`src/sv/ipv4c_pkg.sv`:
```
// shared types and constants for the dotted ipv4 address checker
`default_nettype none
package ipv4c_pkg;

  localparam logic [7:0] CHAR_DOT  = 8'h2E;
  localparam logic [7:0] CHAR_ZERO = 8'h30;
  localparam logic [7:0] CHAR_NINE = 8'h39;
  localparam logic [7:0] OCTET_MAX = 8'd255;
  localparam logic [2:0] DOTS_NEEDED = 3'd3;
  localparam logic [2:0] DOT_SAT = 3'd7;

  localparam int QDEPTH = 2;
  localparam int QPTR_W = $clog2(QDEPTH);
  localparam int QCNT_W = $clog2(QDEPTH + 1);

  typedef enum logic [2:0] {
    ERR_NONE       = 3'd0,
    ERR_LEAD_DOT   = 3'd1,
    ERR_LEAD_ZERO  = 3'd2,
    ERR_BAD_CHAR   = 3'd3,
    ERR_DOUBLE_DOT = 3'd4,
    ERR_OCTET      = 3'd5,
    ERR_TRAIL_DOT  = 3'd6,
    ERR_DOT_COUNT  = 3'd7
  } err_t;

  // classified character as it travels from front to back
  typedef struct packed {
    logic       is_dot;
    logic       is_zero;
    logic       is_digit;
    logic [3:0] digit;
    logic       last;
  } cls_t;

endpackage
`default_nettype wire

```
`src/sv/ipv4_dotted_address_checker_top.sv`:
```
// top level of the dotted ipv4 address checker
// usage
//   input channel: one ascii character per item on in_character, in_last high on
//   the final character of a string. an item is taken on a rising edge with
//   in_valid high and in_stall low
//   result channel: one item per string on out_valid_res / out_error_code, given
//   when the final character has been scanned. taken when out_valid is high and
//   out_stall is low
//   error codes: 0 ok, 1 leading dot, 2 leading zero, 3 bad char, 4 double dot,
//   5 octet above 255, 6 trailing dot, 7 dot count not three
// timing
//   one character per cycle sustained while the result channel is not stalled;
//   the scan state update in the back end is a single step per character
//   when the queue is empty, the final character is first written into the
//   queue, then popped by the scan, which registers out_valid high
// reset
//   synchronous, active low: queue empties, scan state returns to start of a
//   string, out_valid drops
// stall
//   a stalled result holds; non-final characters keep draining, a final one waits
//   in the two-entry queue, and in_stall rises once the queue is full
`default_nettype none
module ipv4_dotted_address_checker_top (
  input  wire logic       clk,
  input  wire logic       rst_n,
  input  wire logic       in_valid,
  output logic            in_stall,
  input  wire logic [7:0] in_character,
  input  wire logic       in_last,
  output logic            out_valid,
  input  wire logic       out_stall,
  output logic            out_valid_res,
  output logic      [2:0] out_error_code
);

  ipv4c_pkg::cls_t cls;       // classified character from the front
  ipv4c_pkg::cls_t q_head;    // oldest queued character
  logic            q_full;
  logic            q_valid;
  logic            q_pop;

  // front: classify the character as it arrives
  ipv4c_front u_front (
    .character (in_character),
    .last      (in_last),
    .cls       (cls)
  );

  // queue decouples the input handshake from the scan
  ipv4c_queue u_queue (
    .clk       (clk),
    .rst_n     (rst_n),
    .push      (in_valid),
    .push_data (cls),
    .full      (q_full),
    .pop       (q_pop),
    .not_empty (q_valid),
    .head      (q_head)
  );

  assign in_stall = q_full;

  // back: scan state, sticky error, result register
  ipv4c_back u_back (
    .clk            (clk),
    .rst_n          (rst_n),
    .q_valid        (q_valid),
    .q_head         (q_head),
    .q_pop          (q_pop),
    .out_valid      (out_valid),
    .out_stall      (out_stall),
    .out_valid_res  (out_valid_res),
    .out_error_code (out_error_code)
  );

endmodule
`default_nettype wire

```
`src/sv/ipv4c_front.sv`:
```
// front end: classifies each incoming character
`default_nettype none
module ipv4c_front (
  input  wire logic           [7:0] character,
  input  wire logic                 last,
  output ipv4c_pkg::cls_t           cls
);

  logic [7:0] diff;

  assign diff = character - ipv4c_pkg::CHAR_ZERO;

  always_comb begin
    cls.is_dot   = (character == ipv4c_pkg::CHAR_DOT);
    cls.is_zero  = (character == ipv4c_pkg::CHAR_ZERO);
    cls.is_digit = (character >= ipv4c_pkg::CHAR_ZERO) && (character <= ipv4c_pkg::CHAR_NINE);
    cls.digit    = diff[3:0];
    cls.last     = last;
  end

endmodule
`default_nettype wire

```
`src/sv/ipv4c_queue.sv`:
```
// short queue of classified characters between front and back
`default_nettype none
module ipv4c_queue (
  input  wire logic            clk,
  input  wire logic            rst_n,
  input  wire logic            push,
  input  wire ipv4c_pkg::cls_t push_data,
  output logic                 full,
  input  wire logic            pop,
  output logic                 not_empty,
  output ipv4c_pkg::cls_t      head
);

  ipv4c_pkg::cls_t                  mem_r [ipv4c_pkg::QDEPTH];
  logic [ipv4c_pkg::QPTR_W-1:0]     wr_ptr_r, wr_ptr_nxt;
  logic [ipv4c_pkg::QPTR_W-1:0]     rd_ptr_r, rd_ptr_nxt;
  logic [ipv4c_pkg::QCNT_W-1:0]     count_r, count_nxt;
  logic                             do_push, do_pop;

  assign full      = (count_r == ipv4c_pkg::QCNT_W'(ipv4c_pkg::QDEPTH));
  assign not_empty = (count_r != '0);
  assign head      = mem_r[rd_ptr_r];
  assign do_push   = push && !full;
  assign do_pop    = pop && not_empty;

  // pointers wrap at the depth
  always_comb begin
    wr_ptr_nxt = wr_ptr_r;
    rd_ptr_nxt = rd_ptr_r;
    count_nxt  = count_r;
    if (do_push) begin
      wr_ptr_nxt = (wr_ptr_r == ipv4c_pkg::QPTR_W'(ipv4c_pkg::QDEPTH - 1)) ? '0 : wr_ptr_r + 1'b1;
    end
    if (do_pop) begin
      rd_ptr_nxt = (rd_ptr_r == ipv4c_pkg::QPTR_W'(ipv4c_pkg::QDEPTH - 1)) ? '0 : rd_ptr_r + 1'b1;
    end
    if (do_push && !do_pop) begin
      count_nxt = count_r + 1'b1;
    end else if (!do_push && do_pop) begin
      count_nxt = count_r - 1'b1;
    end
  end

  always_ff @(posedge clk) begin
    if (!rst_n) begin
      wr_ptr_r <= '0;
      rd_ptr_r <= '0;
      count_r  <= '0;
    end else begin
      wr_ptr_r <= wr_ptr_nxt;
      rd_ptr_r <= rd_ptr_nxt;
      count_r  <= count_nxt;
    end
  end

  always_ff @(posedge clk) begin
    if (do_push) begin
      mem_r[wr_ptr_r] <= push_data;
    end
  end

endmodule
`default_nettype wire

```
`src/sv/ipv4c_back.sv`:
```
// back end: scan state, sticky error and the result register
`default_nettype none
module ipv4c_back (
  input  wire logic            clk,
  input  wire logic            rst_n,
  input  wire logic            q_valid,
  input  wire ipv4c_pkg::cls_t q_head,
  output logic                 q_pop,
  output logic                 out_valid,
  input  wire logic            out_stall,
  output logic                 out_valid_res,
  output logic           [2:0] out_error_code
);

  logic                at_start_r, at_start_nxt;
  logic                prev_dot_r, prev_dot_nxt;
  logic [2:0]          dots_r, dots_nxt;
  logic [7:0]          octet_r, octet_nxt;
  ipv4c_pkg::err_t     ferr_r, ferr_nxt;
  logic                out_valid_r, out_valid_nxt;
  logic                res_ok_r, res_ok_nxt;
  ipv4c_pkg::err_t     res_code_r, res_code_nxt;
  ipv4c_pkg::err_t     scan_err, code;
  logic [11:0]         octet_x10;

  assign out_valid      = out_valid_r;
  assign out_valid_res  = res_ok_r;
  assign out_error_code = res_code_r;

  // only a final character needs the result slot
  assign q_pop = q_valid && (!q_head.last || !out_valid_r || !out_stall);

  assign octet_x10 = {1'b0, octet_r, 3'b000} + {3'b000, octet_r, 1'b0} + {8'd0, q_head.digit};

  always_comb begin
    at_start_nxt  = at_start_r;
    prev_dot_nxt  = prev_dot_r;
    dots_nxt      = dots_r;
    octet_nxt     = octet_r;
    ferr_nxt      = ferr_r;
    out_valid_nxt = out_valid_r && out_stall;
    res_ok_nxt    = res_ok_r;
    res_code_nxt  = res_code_r;
    scan_err      = ipv4c_pkg::ERR_NONE;
    code          = ipv4c_pkg::ERR_NONE;

    if (at_start_r && q_head.is_dot) begin
      scan_err = ipv4c_pkg::ERR_LEAD_DOT;
    end else if (at_start_r && q_head.is_zero) begin
      scan_err = ipv4c_pkg::ERR_LEAD_ZERO;
    end else if (!q_head.is_digit && !q_head.is_dot) begin
      scan_err = ipv4c_pkg::ERR_BAD_CHAR;
    end else if (q_head.is_dot && prev_dot_r) begin
      scan_err = ipv4c_pkg::ERR_DOUBLE_DOT;
    end else if (!q_head.is_dot && (octet_x10 > {4'd0, ipv4c_pkg::OCTET_MAX})) begin
      scan_err = ipv4c_pkg::ERR_OCTET;
    end

    if (q_pop) begin
      at_start_nxt = 1'b0;
      if (ferr_r == ipv4c_pkg::ERR_NONE) begin
        ferr_nxt = scan_err;
        if (scan_err == ipv4c_pkg::ERR_NONE) begin
          prev_dot_nxt = q_head.is_dot;
          if (q_head.is_dot) begin
            octet_nxt = '0;
            if (dots_r != ipv4c_pkg::DOT_SAT) begin
              dots_nxt = dots_r + 1'b1;
            end
          end else begin
            octet_nxt = octet_x10[7:0];
          end
        end
      end

      if (q_head.last) begin
        code = ferr_nxt;
        if (code == ipv4c_pkg::ERR_NONE) begin
          if (q_head.is_dot) begin
            code = ipv4c_pkg::ERR_TRAIL_DOT;
          end else if (dots_nxt != ipv4c_pkg::DOTS_NEEDED) begin
            code = ipv4c_pkg::ERR_DOT_COUNT;
          end
        end
        out_valid_nxt = 1'b1;
        res_ok_nxt    = (code == ipv4c_pkg::ERR_NONE);
        res_code_nxt  = code;
        // ready for the next string
        at_start_nxt  = 1'b1;
        prev_dot_nxt  = 1'b0;
        dots_nxt      = '0;
        octet_nxt     = '0;
        ferr_nxt      = ipv4c_pkg::ERR_NONE;
      end
    end
  end

  always_ff @(posedge clk) begin
    if (!rst_n) begin
      at_start_r  <= 1'b1;
      prev_dot_r  <= 1'b0;
      dots_r      <= '0;
      octet_r     <= '0;
      ferr_r      <= ipv4c_pkg::ERR_NONE;
      out_valid_r <= 1'b0;
    end else begin
      at_start_r  <= at_start_nxt;
      prev_dot_r  <= prev_dot_nxt;
      dots_r      <= dots_nxt;
      octet_r     <= octet_nxt;
      ferr_r      <= ferr_nxt;
      out_valid_r <= out_valid_nxt;
    end
  end

  always_ff @(posedge clk) begin
    res_ok_r   <= res_ok_nxt;
    res_code_r <= res_code_nxt;
  end

endmodule
`default_nettype wire

```
`config.mk`:
```
export PLATFORM = sky130hd
export DESIGN_NAME = ipv4_dotted_address_checker_top
export DESIGN_NICKNAME = d
export VERILOG_FILES = /design/src/sv/ipv4c_pkg.sv /design/src/sv/ipv4_dotted_address_checker_top.sv /design/src/sv/ipv4c_front.sv /design/src/sv/ipv4c_queue.sv /design/src/sv/ipv4c_back.sv
export SDC_FILE = /design/constraint.sdc
export NUM_CORES = 1
export LEC_CHECK = 0
export BUFFER_PORTS_ARGS = -buffer_cell sky130_fd_sc_hd__buf_2
export CORE_MARGIN = 2
export CORE_UTILIZATION = 50
export CTS_BUF_LIST = sky130_fd_sc_hd__clkbuf_4
export CTS_CLUSTER_SIZE = 14
export DETAILED_ROUTE_END_ITERATION = 8
export GPL_ROUTABILITY_DRIVEN = 1
export PLACE_DENSITY = 0.68
export RECOVER_POWER = 50
export SLEW_MARGIN = 10
export SYNTH_ARGS = -nofsm -noshare
export SYNTH_HDL_FRONTEND = slang
export SYNTH_SLANG_ARGS = --single-unit
```
`constraint.sdc`:
```
create_clock -name clk -period 4.4 [get_ports clk]
set_input_delay 0.22 -clock clk [delete_from_list [all_inputs] [get_ports clk]]
set_output_delay 0.22 -clock clk [all_outputs]
set_load 0.005 [all_outputs]
```
==> run_results.csv, run 1 <==
group,metric,value,unit
finish,final_common_cell,"dfxtp_1",
grt,grt-ovfl-total,0,
cts,clock-root-buffer,"clkbuf_4",
cts,clk_pin_slew,0.12,ns
min_path,hold_path_depth,1,
finish,area_growth_syn_to_layout,8.89,%
route,drc,0,
floorplanning,core-area,0.00444,mm^2
floorplanning,num_rows,24,
finish,fin_util,57.6,%
grt,grt_pass1_vias,1667,
finish,nNetsFinal,281,
cts,post_cts_buffers,0,
worst_setup_path,r2r_cells,12,
timing,hold_viol_final,0,
min_path,min-delay-start,"in_last",
finish,stdcell_area,0.00256,mm^2
worst_setup_path,critPathLaunchType,"register",
route,wl_per_cell,13.8,um
finish,drive_gt1_share,13.6,%
cts,cts.path.max_buffers,2,
timing,finalSetupViolations,0,
cts,cts_resized,0,
placement,hpwl,3210,um
route,antenna_left,0,
worst_setup_path,crit_required,4.64,ns
placement,io_buffers,18,
route,drt_iter0_markers,100,
yosys,synth_edf_count,20,
cts,clock_sinks,42,
cts,cts.htree.levels,2,
worst_setup_path,critPathMaxFanout,9,
yosys,syn_area,0.00235,mm^2
route,drt_pass1_iterations,4,
min_path,hold_path_end,"u_queue.mem_r[1][0]$_DFFE_PP_",
yosys,ys_warn_count,0,
yosys,synthFlopType,"dfxtp_1",
yosys,synthCells,225,
yosys,syn_area_per_cell,10.4,um^2
yosys,yosys.area.top_type,"edfxtp_1",
power,p_leak,1.01,nW
finish,antenna_cells,0,
yosys,synth_top_area_share,25.5,%
yosys,ys_top_cells_by_area,"edfxtp_1 (26%), dfxtp_1 (19%), ha_1 (9.0%)",
timing,slew_headroom,53.9,%
cts,hold_buffers,0,
yosys,ys_types,57,
yosys,async_flop_share,0,%
timing,finalCriticalPeriod,3.72,ns
route,avgViaCountPerCell,5.74,
min_path,worstHoldPathType,"primary input to register",
power,total_power,1.27,mW
grt,groute.usage.overall,17.5,%
yosys,synth_seq_area_share,44.3,%
timing,finalMaxSlewViolations,0,
flow_run,cap_violations,0,
power,power_density,494,mW/mm^2
status,status,"complete, no violations",
floorplanning,start_util,52.9,%
route,postRouteWirelength,4180,um
placement,post-place-cells,294,
worst_setup_path,crit_path_end_kind,"register",
yosys,ys_ff_latch,42,
cts,clk_latency,0.34,ns
cts,cts_tree,"yes",
yosys,syn-num-nets,257,
grt,grt_pass1_wl,7290,um
timing,worst_slew_pin_slew,0.689,ns
placement,place_area,0.00249,mm^2
timing,rsz0062_at_grt,"no",
grt,grt_start_max_net_pins,14,
floorplanning,pin_count,19,
floorplanning,die_x,72.6,um
finish,finalNonFillerCells,302,
worst_setup_path,critical_path_arrival,3.96,ns
timing,min_period_over_period,84.5,%
power,vdd_drop_max,0.000277,V
cts,numCtsBuffers,5,
floorplanning,dieHeight,72.6,um
grt,antenna_found_initial,0,
timing,clock-skew-final,0.00851,ns
worst_setup_path,path_class,"register to register",
floorplanning,dieArea,0.00527,mm^2
placement,place_congestion,0.808,
worst_setup_path,rrSetupSlack,0.68,ns
finish,most-common-layout-cells,"dfxtp_1 (22), nor2_1 (20), edfxtp_1 (20), nand2_1 (18), ha_1 (17)",
route,dr_total_vias,1733,
timing,fmaxAchievable,0.269,GHz
timing,setup_tns,0,ns
worst_setup_path,reg2reg_to,"u_back.octet_r[2]$_SDFFE_PN0P_",
-- layer usage --
layer	GRT usage, %	routed length, um	part of all wire (%)
met3	4.70	183	4.4
met4	4.94	54	1.3
met5	0	0	0
met1	23.1	2070	49
met2	28.5	1880	45
-- final cells by class --
class / count / area [um^2]
clock inverters: 3 / 40.0
inverters: 13 / 48.8
flip-flops and latches: 42 / 1040
clock buffers: 5 / 37.5
multi-input cells: 168 / 1240
fillers: 420 / 1880
well taps: 52 / 65.1
repair buffers: 19 / 85.1
-- worst max path at each step --
stage | from | to | slack, ns | cells after the start
3_5_place_dp | register | u_back.octet_r[6]$_SDFFE_PN0P_ | 0.67 | 12
5_1_grt | register | u_back.octet_r[1]$_SDFFE_PN0P_ | 0.48 | 12
2_1_floorplan | register | u_back.out_error_code[2]$_DFFE_PP_ | 1.00 | 13
6_report | register | u_back.octet_r[2]$_SDFFE_PN0P_ | 0.68 | 12
3_3_place_gp | register | u_back.octet_r[6]$_SDFFE_PN0P_ | 0.78 | 12
4_1_cts | register | u_back.octet_r[2]$_SDFFE_PN0P_ | 0.66 | 12
-- state kept, by name, summed over array words and instances (netlist names), named ones only --
register / flops
u_back.at_start_r: 1
u_back.dots_r: 3
u_back.ferr_r: 3
u_back.octet_r: 8
u_back.out_error_code: 3
u_back.out_valid: 1
u_back.out_valid_res: 1
u_back.prev_dot_r: 1
u_queue.count_r: 2
u_queue.mem_r: 16
u_queue.rd_ptr_r: 1
u_queue.wr_ptr_r: 1
-- logic make-up (layout without fill, tap and decap cells) --
family / Yosys count / after routing / share of synthesized area (%)
XOR/XNOR: 6 / 6 / 2.24
AND/OR/NAND/NOR: 84 / 84 / 19.5
adder cells (fa/ha/maj): 19 / 19 / 10.8
AO/OA/AOI/OAI: 52 / 52 / 17.0
multiplexers: 7 / 7 / 3.35
flip-flops: 42 / 42 / 44.3
buffers and inverters: 15 / 40 / 2.87
-- worst max-delay path, stage by stage, from the launching register on --
cell	delay, ns
dfxtp_1	0.41
mux2_2	0.36
ha_1	0.27
ha_1	0.18
inv_1	0.07
fa_1	0.45
nand2b_1	0.21
a21o_2	0.24
a211oi_1	0.24
nand4_1	0.22
nor4_4	0.45
o22ai_2	0.25
a32o_1	0.26
-- cell usage after synthesis (3+ instances only) --
cell type	n
a32o_1	3
edfxtp_1	20
a211oi_1	5
xor2_1	4
nand3_1	5
o21ai_0	7
nor3_1	7
dfxtp_1	22
ha_1	17
nor2b_1	3
inv_1	13
and2_1	5
nand2b_1	4
o2bb2ai_1	5
mux2_2	3
a21oi_1	8
nand4b_1	3
nand2_1	18
nor4_1	3
mux2i_1	3
nor2_1	20
-- per-stage QoR --
| step | setup slack (ns) | hold WS, ns |
|---|---|---|
| 2_1_floorplan | 1.00 | 0.319 |
| 3_3_place_gp | 0.785 | 0.416 |
| 3_5_place_dp | 0.674 | 0.414 |
| 4_1_cts | 0.662 | 0.0406 |
| 5_1_grt | 0.480 | 0.0371 |
| 6_report | 0.683 | 0.0589 |
-- report_power, final --
part	switching (mW)	total, mW	internal [mW]
Clock	0.121	0.239	0.118
Combinational	0.275	0.477	0.201
Sequential	0.0507	0.550	0.499
Power figures use the tool's default switching activity.
==> inputs of run 2 (changes only) <==
- ABC_AREA: not set -> 1
- clock period: 4.4 -> 3.6 ns (I/O delays scaled with it)
==> run_results.csv, run 2 <==
group,metric,value,unit
worst_setup_path,cp_slowest_cell,"fa_1",
timing,min_period_over_period,91.2,%
timing,setup_tns,0,ns
route,postRouteWirelength,4650,um
worst_setup_path,crit_path_end_kind,"register",
min_path,hold_path_depth,1,
cts,cts.htree.levels,2,
worst_setup_path,path_cells,"mux2i_2, fa_1, fa_1, inv_1, nand2_1, nand2_1, nand3_1, nand3_1, nand2_1, nor2_1, nand2_1, nand2_1, nand4_2, nand2_1, o21ai_1, nor2_2, nand2_1, nand2_1, nand2_1",
power,power_density,847,mW/mm^2
timing,finalMaxSlewViolations,0,
worst_setup_path,critical_path_arrival,3.43,ns
placement,place_congestion,0.886,
yosys,synth_edf_count,20,
yosys,synth_seq_area_share,42.3,%
timing,hold_viol_final,0,
finish,drive_gt1_share,11.3,%
yosys,ys_types,37,
power,p_sw,1.07,mW
route,drt_pass1_iterations,4,
yosys,synth_top_area_share,24.4,%
finish,top_register,"u_queue.mem_r",
power,internal_power,1.19,mW
route,avgViaCountPerCell,4.95,
route,antenna_left,0,
min_path,worstHoldPathType,"primary input to register",
yosys,synth_xor_area_share,0,%
finish,top_regs,"u_queue.mem_r (16), u_back.octet_r (8)",
timing,setup_ws,0.316,ns
power,clkPwrFrac,10.9,%
yosys,synthSimpleGateAreaFrac,25.7,%
worst_setup_path,critPathMaxFanout,9,
finish,fin_util,56.4,%
power,seq_power_share,33.8,%
placement,place_area,0.00259,mm^2
placement,io_buffers,18,
timing,fmaxAchievable,0.304,GHz
placement,hpwl,3550,um
flow_run,cap_violations,0,
yosys,yosys.area.top_type,"edfxtp_1",
floorplanning,dieHeight,74.1,um
yosys,async_flop_share,0,%
floorplanning,num_rows,25,
yosys,ys_warn_count,0,
yosys,syn_area,0.00246,mm^2
timing,finalSetupViolations,0,
yosys,ys_top_cells_by_area,"edfxtp_1 (24%), dfxtp_1 (18%), nand2_1 (10%)",
yosys,synthAdderAreaFrac,10.3,%
floorplanning,core-area,0.00472,mm^2
cts,clock-root-buffer,"clkbuf_4",
grt,grt_pass1_vias,1721,
yosys,syn_area_per_cell,8.15,um^2
timing,clock-skew-final,0.0158,ns
worst_setup_path,crit_required,3.74,ns
cts,clk_latency,0.37,ns
grt,groute.usage.overall,18.5,%
yosys,synthFlopType,"dfxtp_1",
grt,grt-ovfl-total,0,
grt,grt_start_max_net_pins,17,
power,vdd_drop_max,0.000343,V
yosys,ys_ff_latch,42,
worst_setup_path,cp_common_cell,"nand2_1",
cts,clock_sinks,42,
power,total_power,2.26,mW
cts,numCtsBuffers,5,
finish,area_growth_syn_to_layout,8.29,%
timing,finalCriticalPeriod,3.28,ns
power,combPwrFrac,55.4,%
timing,rsz0062_at_grt,"no",
route,wl_per_cell,11.8,um
yosys,syn-num-nets,334,
placement,detailedPlace.worstSlack,0.0622,ns
floorplanning,die_x,74.1,um
worst_setup_path,path_class,"register to register",
yosys,muxShareOfSynthArea,1.32,%
worst_setup_path,rrSetupSlack,0.32,ns
min_path,hold_path_end,"u_queue.mem_r[1][1]$_DFFE_PP_",
yosys,synth_top_family_by_area,"simple AND/OR/NAND/NOR gates",
yosys,synth_compound_area_share,11.6,%
finish,most-common-layout-cells,"nand2_1 (68), inv_1 (46), nor2_1 (30), a21oi_1 (25), dfxtp_1 (21)",
cts,cts.path.max_buffers,2,
finish,largest_register_ffs,16,
cts,clk_pin_slew,0.14,ns
yosys,yosysMostFrequentCell,"nand2_1",
route,drc,0,
grt,antenna_found_initial,0,
worst_setup_path,r2r_cells,19,
finish,antenna_cells,0,
floorplanning,pin_count,19,
worst_setup_path,max_stage_delay,0.50,ns
cts,cts_tree,"yes",
timing,slew_headroom,53.6,%
yosys,synthTopCellsByCount,"nand2_1 (68), inv_1 (46), nor2_1 (30), a21oi_1 (25), dfxtp_1 (22)",
min_path,min-delay-start,"in_character[0]",
route,dr_total_vias,1944,
floorplanning,dieArea,0.00550,mm^2
worst_setup_path,critPathLaunchType,"register",
route,drt_iter0_markers,93,
floorplanning,start_util,52.1,%
power,p_leak,1.23,nW
timing,worst_slew_pin_slew,0.694,ns
worst_setup_path,reg2reg_to,"u_back.out_error_code[1]$_DFFE_PP_",
yosys,synthCells,302,
finish,final_common_cell,"nand2_1",
power,p_sw_share,47.2,%
finish,nNetsFinal,357,
grt,grt_pass1_wl,7620,um
status,status,"complete, no violations",
finish,stdcell_area,0.00266,mm^2
run 2: changes by cell type in the layout (fill, tap and decap cells not counted), sizes merged, moves of 5 or more:
cell	delta
and2	-6
a21oi	+18
inv	+35
nand2	+52
nand3	+15
nor2	+12
nor3	-6
o21ai	+14
o2bb2ai	-5
run 2: per-stage QoR:
step	instances	hold slack, ns
6_report	393	0.0876
3_5_place_dp	383	0.376
4_1_cts	392	0.0181
2_1_floorplan	302	0.279
5_1_grt	393	0.0863
3_3_place_gp	383	0.371
run 2: cell type report:
cell class,instances,area (um^2)
Inverter,47,176
Sequential cell,42,1040
Tap cell,67,83.8
Clock inverter,3,18.8
Multi-Input combinational cell,209,1210
Fill cell,453,2060
Timing Repair Buffer,20,96.3
Clock buffer,5,37.5
run 2: worst max-delay path by stage:
stage | start | endpoint | slack, ns | depth (start not counted)
2_1_floorplan | register | u_back.out_error_code[2]$_DFFE_PP_ | 0.61 | 20
3_3_place_gp | register | u_back.out_error_code[2]$_DFFE_PP_ | 0.22 | 19
3_5_place_dp | register | u_back.out_error_code[1]$_DFFE_PP_ | 0.06 | 19
4_1_cts | register | u_back.out_error_code[1]$_DFFE_PP_ | 0.05 | 19
5_1_grt | register | u_back.out_error_code[1]$_DFFE_PP_ | 0.002 | 19
6_report | register | u_back.out_error_code[1]$_DFFE_PP_ | 0.32 | 19
run 2: logic make-up after synthesis:
kind of cell / count (synthesis)
AND/OR/NAND/NOR: 137
AO/OA/AOI/OAI: 51
buffers and inverters: 51
flip-flops: 42
adder cells (fa/ha/maj): 19
multiplexers: 2
run 2: power by group through the flow:
stage	registers, mW	clock network [mW]	logic, mW
global route	0.779	0.271	1.45
CTS	0.761	0.250	1.24
detailed placement	0.772	0	1.24
global placement	0.771	0	1.22
finish	0.762	0.245	1.25
floorplan	0.738	0	1.03
run 2: per-layer routing:
metal  vias to the layer above  part of all wire (%)  track usage (%)
li1                       1046                     -                -
met1                       853                    50             24.2
met2                        38                    45             30.5
met3                         7                   3.3             3.66
met4                         0                   1.6             7.07
met5                         -                     0                0
run 2: timing repair:
action / in CTS / in global routing
gates resized for setup: 0 / 3
hold endpoints to repair: 2 / 0
setup buffers: 0 / 1
setup endpoints to repair: 0 / 10
hold buffers: 1 / 0
run 2: worst max-delay path: cells and delay by family (launching register included):
family,cells,cell delay [ns]
simple gates,14,1.28
fa+ha+maj,2,0.90
flops,1,0.42
mux,1,0.27
compound gates,1,0.10
buf+inv,1,0.08
==> inputs of run 3 (changes only) <==
- CORE_MARGIN: 2 -> 4
==> run_results.csv, run 3 (same netlist as run 2, synthesis figures left out) <==
group,metric,value,unit
grt,grt_start_max_net_pins,17,
placement,place_congestion,0.879,
worst_setup_path,critical_path_arrival,3.36,ns
finish,drive_gt1_share,12.8,%
route,postRouteWirelength,4700,um
floorplanning,dieHeight,78.1,um
worst_setup_path,critPathLaunchType,"register",
timing,finalMaxSlewViolations,0,
grt,grt-ovfl-total,0,
timing,holdWs,0.0936,ns
finish,most-common-layout-cells,"nand2_1 (66), inv_1 (46), nor2_1 (30), a21oi_1 (25), dfxtp_1 (21)",
route,avgViaCountPerCell,5.03,
route,wl_per_cell,11.9,um
grt,grt_pass1_vias,1891,
floorplanning,core-area,0.00475,mm^2
finish,top_register,"u_queue.mem_r",
timing,finalSetupViolations,0,
finish,nNetsFinal,358,
timing,setup_ws,0.366,ns
floorplanning,pin_count,19,
finish,final_common_cell,"nand2_1",
finish,top_regs,"u_queue.mem_r (16), u_back.octet_r (8)",
cts,clk_pin_slew,0.13,ns
worst_setup_path,crit_required,3.73,ns
floorplanning,num_rows,25,
route,dr_total_vias,1983,
worst_setup_path,crit_path_end_kind,"register",
grt,antenna_found_initial,0,
cts,cts.htree.levels,2,
placement,hpwl,3570,um
route,antenna_left,0,
worst_setup_path,critPathMaxFanout,6,
timing,clock-skew-final,0.0101,ns
power,vdd_drop_max,0.000455,V
timing,worst_slew_pin_slew,0.682,ns
cts,clock_sinks,42,
worst_setup_path,r2r_cells,19,
cts,numCtsBuffers,5,
grt,groute.usage.overall,17.1,%
finish,stdcell_area,0.00271,mm^2
cts,clock-root-buffer,"clkbuf_4",
timing,slew_headroom,54.4,%
cts,clk_latency,0.36,ns
finish,largest_register_ffs,16,
cts,cts.path.max_buffers,2,
min_path,hold_path_depth,1,
placement,place_area,0.00259,mm^2
timing,hold_viol_final,0,
finish,fin_util,57.0,%
route,drt_pass1_iterations,4,
power,p_leak,1.26,nW
timing,setup_tns,0,ns
route,drc,0,
status,status,"complete, no violations",
floorplanning,start_util,51.7,%
route,drt_iter0_markers,142,
floorplanning,dieArea,0.00611,mm^2
cts,cts_tree,"yes",
placement,io_buffers,18,
finish,antenna_cells,0,
min_path,worstHoldPathType,"primary input to register",
power,power_density,869,mW/mm^2
placement,detailedPlace.worstSlack,0.102,ns
floorplanning,die_x,78.1,um
timing,min_period_over_period,89.8,%
timing,fmaxAchievable,0.309,GHz
finish,area_growth_syn_to_layout,10.2,%
grt,grt_pass1_wl,8340,um
flow_run,cap_violations,0,
timing,finalCriticalPeriod,3.23,ns
worst_setup_path,path_class,"register to register",
run 3: changes by cell type in the layout (fill, tap and decap cells not counted):
cell / delta
buf_2: +2
clkbuf_1: -2
nand2_1: -2
nand2_2: +2
bufinv_16: +1
clkinv_2: -1
dlymetal6s2s_1: +1
ha_1: -1
ha_2: +1
run 3: worst max-delay path, cell delays in order, from the launching register on:
cell,delay [ns]
dfxtp_4,0.42
mux2i_2,0.24
fa_1,0.49
fa_1,0.40
inv_1,0.08
nand2_1,0.08
nand2_2,0.10
nand3_1,0.09
nand3_1,0.08
nand2_1,0.05
nor2_1,0.09
nand2_1,0.09
nand2_2,0.10
nand4_2,0.11
nand2_1,0.11
nand3_1,0.09
nor2_2,0.17
nand2_1,0.07
nand2_1,0.10
nand2_1,0.05
run 3: metrics by stage:
stage	instances	power, mW
3_3_place_gp	383	1.99
2_1_floorplan	302	1.77
5_1_grt	394	2.62
4_1_cts	392	2.33
3_5_place_dp	383	2.01
6_report	394	2.36
run 3: report_power, final:
| group | internal, mW | switching (mW) | leakage, nW |
|---|---|---|---|
| combinational | 0.466 | 0.817 | 0.843 |
| clock | 0.148 | 0.165 | 0.0456 |
| sequential | 0.669 | 0.0917 | 0.370 |
| total | 1.28 | 1.07 | 1.26 |
run 3: routing by layer:
layer / wire length, um / up-vias / track usage (%) / share of wire, %
met1: 2220 / 893 / 21.9 / 47
met5: 0 / - / 0 / 0
li1: - / 1047 / - / -
met2: 2230 / 37 / 28.2 / 47
met3: 201 / 6 / 3.56 / 4.3
met4: 54 / 0 / 6.64 / 1.1
run 3: final timing paths:
check | startpoint | end | slack, ns
min | in_character[1] | u_queue.mem_r[0][2]$_DFFE_PP_ | 0.09
min reg2reg | u_queue.rd_ptr_r$_SDFFE_PN0P_ | register | 0.46
max | register | u_back.out_error_code[2]$_DFFE_PP_ | 0.37
max reg2reg | register | u_back.out_error_code[2]$_DFFE_PP_ | 0.37
run 3: what timing repair did:
item,CTS,global route
resized for setup,0,6
hold buffers,1,0
setup endpoints to repair,0,14
setup buffers,0,2
hold endpoints to repair,2,0
run 3: layout make-up:
type                    instances  area [um^2]
fillers                       441         2040
well taps                      67         83.8
clock inverters                 3         43.8
clock buffers                   5         37.5
flip-flops and latches         42         1040
repair buffers                 21          111
inverters                      47          176
multi-input cells             209         1210
